### src/rtl/ppc_pkg.sv
// Shared types, widths and the Mobius table for the perfect power counter.
`timescale 1ns / 1ps

package ppc_pkg;

  localparam int DEF_INPUT_BITS = 63;
  localparam int LIMIT_W        = 63;
  localparam int COUNT_W        = 32;
  localparam int IN_TDATA_W     = 64;
  localparam int OUT_TDATA_W    = 32;
  // signed running total; partial sums stay well inside this range
  localparam int TOTAL_W        = 35;

  localparam logic signed [1:0] MU_Z = 2'sb00;
  localparam logic signed [1:0] MU_P = 2'sb01;
  localparam logic signed [1:0] MU_N = 2'sb11;

  localparam logic signed [1:0] MOBIUS_TABLE [65] = '{
    MU_Z, MU_P, MU_N, MU_N, MU_Z, MU_N, MU_P, MU_N,
    MU_Z, MU_Z, MU_P, MU_N, MU_Z, MU_N, MU_P, MU_P,
    MU_Z, MU_N, MU_Z, MU_N, MU_Z, MU_P, MU_P, MU_N,
    MU_Z, MU_Z, MU_P, MU_Z, MU_Z, MU_N, MU_N, MU_N,
    MU_Z, MU_P, MU_P, MU_P, MU_Z, MU_N, MU_P, MU_P,
    MU_Z, MU_N, MU_N, MU_N, MU_Z, MU_Z, MU_P, MU_N,
    MU_Z, MU_Z, MU_Z, MU_P, MU_Z, MU_N, MU_Z, MU_P,
    MU_Z, MU_P, MU_P, MU_N, MU_Z, MU_N, MU_P, MU_Z,
    MU_Z
  };

  typedef struct packed {
    logic load;
    logic blen_step;
    logic k_init;
    logic k_inc;
    logic ceil_init;
    logic ceil_step;
    logic bit_init;
    logic try_init;
    logic mul_lo;
    logic mul_hi;
    logic cmp;
    logic bit_dec;
    logic acc;
    logic out_load;
  } ppc_cmd_t;

  typedef struct packed {
    logic copy_zero;
    logic k_over;
    logic mu_zero;
    logic rem_zero;
    logic fits;
    logic mult_last;
    logic bit_zero;
    logic out_free;
  } ppc_status_t;

endpackage

### src/rtl/ppc_ctrl.sv
// Controller: sequences bit length, exponent scan, root bit trials and result hand-off.
`timescale 1ns / 1ps

module ppc_ctrl (
  input  logic                 clk,
  input  logic                 rst,
  input  logic                 in_valid,
  output logic                 in_ready,
  input  ppc_pkg::ppc_status_t status,
  output ppc_pkg::ppc_cmd_t    cmd
);

  typedef enum logic [10:0] {
    S_IDLE = 11'b000_0000_0001,
    S_BLEN = 11'b000_0000_0010,
    S_KSEL = 11'b000_0000_0100,
    S_CEIL = 11'b000_0000_1000,
    S_TRY  = 11'b000_0001_0000,
    S_MLO  = 11'b000_0010_0000,
    S_MHI  = 11'b000_0100_0000,
    S_CMP  = 11'b000_1000_0000,
    S_NBIT = 11'b001_0000_0000,
    S_ACC  = 11'b010_0000_0000,
    S_DONE = 11'b100_0000_0000
  } state_t;

  state_t state;
  state_t state_next;

  assign in_ready = state == S_IDLE;

  always_comb begin
    state_next = state;
    cmd        = '0;
    case (state)
      S_IDLE: begin
        if (in_valid) begin
          cmd.load   = 1'b1;
          state_next = S_BLEN;
        end
      end
      S_BLEN: begin
        if (status.copy_zero) begin
          cmd.k_init = 1'b1;
          state_next = S_KSEL;
        end else begin
          cmd.blen_step = 1'b1;
        end
      end
      S_KSEL: begin
        if (status.k_over) begin
          state_next = S_DONE;
        end else if (status.mu_zero) begin
          cmd.k_inc = 1'b1;
        end else begin
          cmd.ceil_init = 1'b1;
          state_next    = S_CEIL;
        end
      end
      S_CEIL: begin
        if (status.rem_zero) begin
          cmd.bit_init = 1'b1;
          state_next   = S_TRY;
        end else begin
          cmd.ceil_step = 1'b1;
        end
      end
      S_TRY: begin
        cmd.try_init = 1'b1;
        state_next   = S_MLO;
      end
      S_MLO: begin
        cmd.mul_lo = 1'b1;
        state_next = S_MHI;
      end
      S_MHI: begin
        cmd.mul_hi = 1'b1;
        state_next = S_CMP;
      end
      S_CMP: begin
        cmd.cmp = 1'b1;
        // drop the trial on overflow, keep it after the last factor
        if (!status.fits || status.mult_last) begin
          state_next = S_NBIT;
        end else begin
          state_next = S_MLO;
        end
      end
      S_NBIT: begin
        if (status.bit_zero) begin
          state_next = S_ACC;
        end else begin
          cmd.bit_dec = 1'b1;
          state_next  = S_TRY;
        end
      end
      S_ACC: begin
        cmd.acc    = 1'b1;
        cmd.k_inc  = 1'b1;
        state_next = S_KSEL;
      end
      S_DONE: begin
        if (status.out_free) begin
          cmd.out_load = 1'b1;
          state_next   = S_IDLE;
        end
      end
      default: begin
        state_next = S_IDLE;
      end
    endcase
  end

  always_ff @(posedge clk) begin
    if (rst) begin
      state <= S_IDLE;
    end else begin
      state <= state_next;
    end
  end

endmodule

### config.mk
export PLATFORM = sky130hd
export DESIGN_NAME = ppc_ctrl
export DESIGN_NICKNAME = d
export VERILOG_FILES = /design/src/rtl/ppc_pkg.sv /design/src/rtl/ppc_ctrl.sv
export SDC_FILE = /design/constraint.sdc
export NUM_CORES = 1
export LEC_CHECK = 0
export ABC_AREA = 0
export ABC_CLOCK_PERIOD_IN_PS = 1750
export BUFFER_PORTS_ARGS = -buffer_cell sky130_fd_sc_hd__buf_2
export CELL_PAD_IN_SITES_DETAIL_PLACEMENT = 2
export CELL_PAD_IN_SITES_GLOBAL_PLACEMENT = 2
export CORE_MARGIN = 4
export CORE_UTILIZATION = 26
export DETAILED_ROUTE_END_ITERATION = 8
export GPL_TIMING_DRIVEN = 0
export MAX_ROUTING_LAYER = met4
export PLACE_DENSITY = 0.81
export SLEW_MARGIN = 20
export SYNTH_ARGS = -nofsm -noshare
export SYNTH_HDL_FRONTEND = slang
export SYNTH_SLANG_ARGS = --single-unit
### constraint.sdc
create_clock -name clk -period 1.75 [get_ports clk]
set_input_delay 0.0875 -clock clk [delete_from_list [all_inputs] [get_ports clk]]
set_output_delay 0.0875 -clock clk [all_outputs]
set_load 0.02 [all_outputs]
### Yosys cells after proc, flatten, opt, wreduce, memory -nomap -nowiden

Cells that the tools add are included.

* output and inout port bits: 15
* register bits after elaboration: 11
* input bits: 11
* word-level logic and storage cells: 51

* reductions and logical operators: 3
* eq/ne operators: 16
* multiplexer cells: 31

Operators by type and width (number)
* one-hot mux 11 bit (11 select lines): 1
* two-way mux 11 bit: 6
* two-way mux 1 bit: 18
* == test 11 x 1 -> 1 bit, second input constant: 1
* == test 11 x 10 -> 1 bit, second input constant: 1
* == test 11 bit, second input constant: 1
* == test 11 x 2 -> 1 bit, second input constant: 1
* == test 11 x 3 -> 1 bit, second input constant: 1
* == test 11 x 4 -> 1 bit, second input constant: 1
* == test 11 x 5 -> 1 bit, second input constant: 1
* == test 11 x 6 -> 1 bit, second input constant: 1
* == test 11 x 7 -> 1 bit, second input constant: 1
* == test 11 x 8 -> 1 bit, second input constant: 1
* == test 11 x 9 -> 1 bit, second input constant: 1
* two-way mux 10 bit: 1
* two-way mux 9 bit: 1
* inequality test 2 bit, second input constant: 4
* two-way mux 2 bit: 3
* AND reduction 5 bit: 1
* inequality test 3 bit, second input constant: 1
* one-hot mux 1 bit (2 select lines): 1
* logical NOT 1 bit: 1
* logical OR 1 bit: 1

### Logic depth before layout (Yosys ltp)

* depth in word-level cells: 4
* gate-level depth with buffers: 6
* gate-level depth less buffers: 5

### Worst setup path before layout

Ideal clock, no wire load.

* path type: reg-to-output
* start: reg state[6]
* end: out cmd[12] (netlist bit)
* cell stages (with the launch flop): 5
* path buffers: 0
* arrival time: 1.697 ns
* path slack: -0.034 ns
* required time: 1.662 ns
* cell sequence: dfxtp_1 -> nor4_4 -> nand2_4 -> nor2_1 -> nor4bb_1

RTL lines
* start, declared: line ppc_ctrl.sv:27 `state_t state;`
* start signal, assigned: line ppc_ctrl.sv:118 `state <= state_next;`
* end, declared: line ppc_ctrl.sv:10 `output ppc_pkg::ppc_cmd_t cmd`

==> impl_metrics.ini <==
[clock_network]
clk_latency_ps = 300
cts_tree = built
cts-root-buf = clkbuf_4
htree_levels = 1
clk_path_buf_depth = 2
numCtsBuffers = 3
clkTransAtPathRegs_ps = 90
cts.sinks = 11
holdBufCountCts = 0

[timing]
relSlewSlack = 0.686
finalCritPeriodShare = 1.10
rsz0062_at_grt = true
fin_crit_ps = 1930
worst_pin_slew_ps = 467
maxSlewViolCount = 0
fmax_ghz = 0.519
layout_setup_ws_ps = -179
setup_violations = 14
clock_skew_ps = 1.91
hold_viol_final = 0

[routing]
vias = 1086
drt_pre_antenna_iters = 4
drc = 0
wl_per_cell_um = 22.1
drt_iter0_drc = 28
drt-total-wl_um = 4410
routed_via_density = 5.43
ant_nets = 0

[synth]
synthTopCellsByArea = dfxtp_1 25%, nor2_1 6.4%, o21ai_0 4.5%
yosysWarnings = 0
async_reset_ff_frac = 0
yosysSeqAreaShare = 0.249
avgSynthCellArea_um2 = 8.27
ys_ff_latch = 11
synthTopCellsByCount = 15 x nor2_1, 11 x dfxtp_1, 8 x o21ai_0
syn-num-nets = 118
yosysMostFrequentCell = nor2_1
synth_cells = 107
yosysUniqueCellTypes = 43
synth_edf_count = 0
synth_area_leader_cell = dfxtp_1
yosysTopAreaCellShare = 0.249
syn_area_um2 = 885
synthFlopType = dfxtp_1

[place]
hpwl_um = 2480
gp_congestion = 0.807
placed_area_mm2 = 0.00108
portBuffers = 25
dp.cells = 176

[power]
comb_power_share = 0.425
internal_power_w = 0.000494
power.density_mw_per_mm2 = 564
ir_drop_uv = 209
pwr-share-seq = 0.327
pwr-share-clk = 0.249
switching_share = 0.403
power_w = 0.000828
power_leakage_nw = 0.640
p_switching_w = 0.000334

[floorplan]
start_util = 0.281
rows = 20
die_w_um = 66.3
core_area_mm2 = 0.00315
die-area_mm2 = 0.00440
io_pins = 26
fp.dieH_um = 66.3

[layout]
regMostFlops = state
final_nets = 168
area_delta_synth_final_pct = 65.8
largest_reg_flops = 11
layout.cells.non_filler = 200
top_regs = state x11
drive_above_1_share = 0.596
final_area_mm2 = 0.00147
diodes = 0

[grt]
grt_pass1_wl_um = 6210
gr-total-overflow = 0
grt_pass1_vias = 1134
grt_max_degree = 11
antenna_found_initial = 0
grt_util_all_layers = 0.200

[setup_path]
cp.buffers_inverters = 2
start_kind = flip-flop
path_max_fanout = 6
cp_slowest_cell = nor3_1
cp-end-kind = output port
crit_required_ps = 1660
worstPathArrival_ps = 1840
path_cells = nor3_1 -> nand4_1 -> inv_1 -> and2_1 -> buf_2
slowest_delay_ps = 430
path_class = flip-flop to output port
cp_top_family = simple AND/OR/NAND/NOR gates

[outcome]
outcome = complete, but fails checks
violations = negative setup slack

[min_path]
min_path_type = input pin to flip-flop

[run]
cap_violations = 0
area by class of cell:
cell class,count,area [um^2]
Timing Repair Buffer,49,355
Clock buffer,3,22.5
Fill cell,366,1690
Buffer,1,11.3
Clock inverter,1,5.00
Multi-Input combinational cell,87,751
Sequential cell,11,251
Inverter,4,15.0
Tap cell,44,55.1
final timing paths:
kind	startpoint	end	slack [ps]	depth (start not counted)
setup / recovery	state[2]	cmd[13]	-180	5
hold / removal	rst	state[3]	70	2
setup reg to reg	state[3]	state[3]	-90	7
hold reg to reg	state[10]	state[10]	600	2
what timing repair did:
action	4_1_cts	5_1_grt
endpoints found under the setup margin	21	16
pin swaps	15	15
resized for setup	35	28
setup buffers	15	9
stage by stage:
step | setup WS (ps) | hold slack [ps] | TNS, ps | util
global route | -274 | 77.3 | -3120 | 0.465
floorplan | 1.43 | 154 | 0 | -
finish | -179 | 67.9 | -1500 | 0.465
detailed placement | -109 | 379 | -489 | 0.342
CTS | -161 | 56.6 | -758 | 0.410
global placement | -59.6 | 369 | -86.3 | 0.342
routing by layer:
metal | routed length (um) | share of wire | global-route usage | vias to the layer above
met1 | 1630 | 0.37 | 0.212 | 535
met4 | 180 | 0.041 | 0.0482 | 0
li1 | - | - | - | 495
met3 | 166 | 0.038 | 0.0357 | 17
met2 | 2430 | 0.55 | 0.378 | 39
met5 | 0 | 0 | - | -
placed cells by master (no fill, tap or decap), types with 2 or more instances in the layout:
master	n
nand4_1	3
buf_2	14
dfxtp_2	4
nand2_2	2
buf_4	29
nor2_4	7
nand2_1	2
dfxtp_4	7
and4_1	2
nand2b_1	2
nor2_1	9
o21ai_0	6
inv_1	4
nand4b_1	2
o21a_1	2
xor2_1	4
o21ai_1	2
and4b_1	3
nand3_1	3
nor3b_1	4
clkbuf_4	3
buf_6	7
o211a_1	2
nor2b_1	3
nor3_1	3
or3_4	2
power by group through the flow:
stage	registers (W)	clock network, W	logic [W]
CTS	0.000283	0.000204	0.000279
detailed placement	0.000285	0	0.000239
finish	0.000270	0.000206	0.000351
global route	0.000272	0.000224	0.000381
global placement	0.000285	0	0.000226
floorplan	0.000281	0	0.000165
logic make-up (layout without fill, tap and decap cells):
group | count (synthesis) | count (layout) | synth area share
compound gates | 20 | 20 | 0.163
xor+xnor | 4 | 4 | 0.0396
buf+inv | 9 | 58 | 0.0509
flops | 11 | 11 | 0.249
simple gates | 63 | 63 | 0.498
Power figures use the tool's default switching activity.
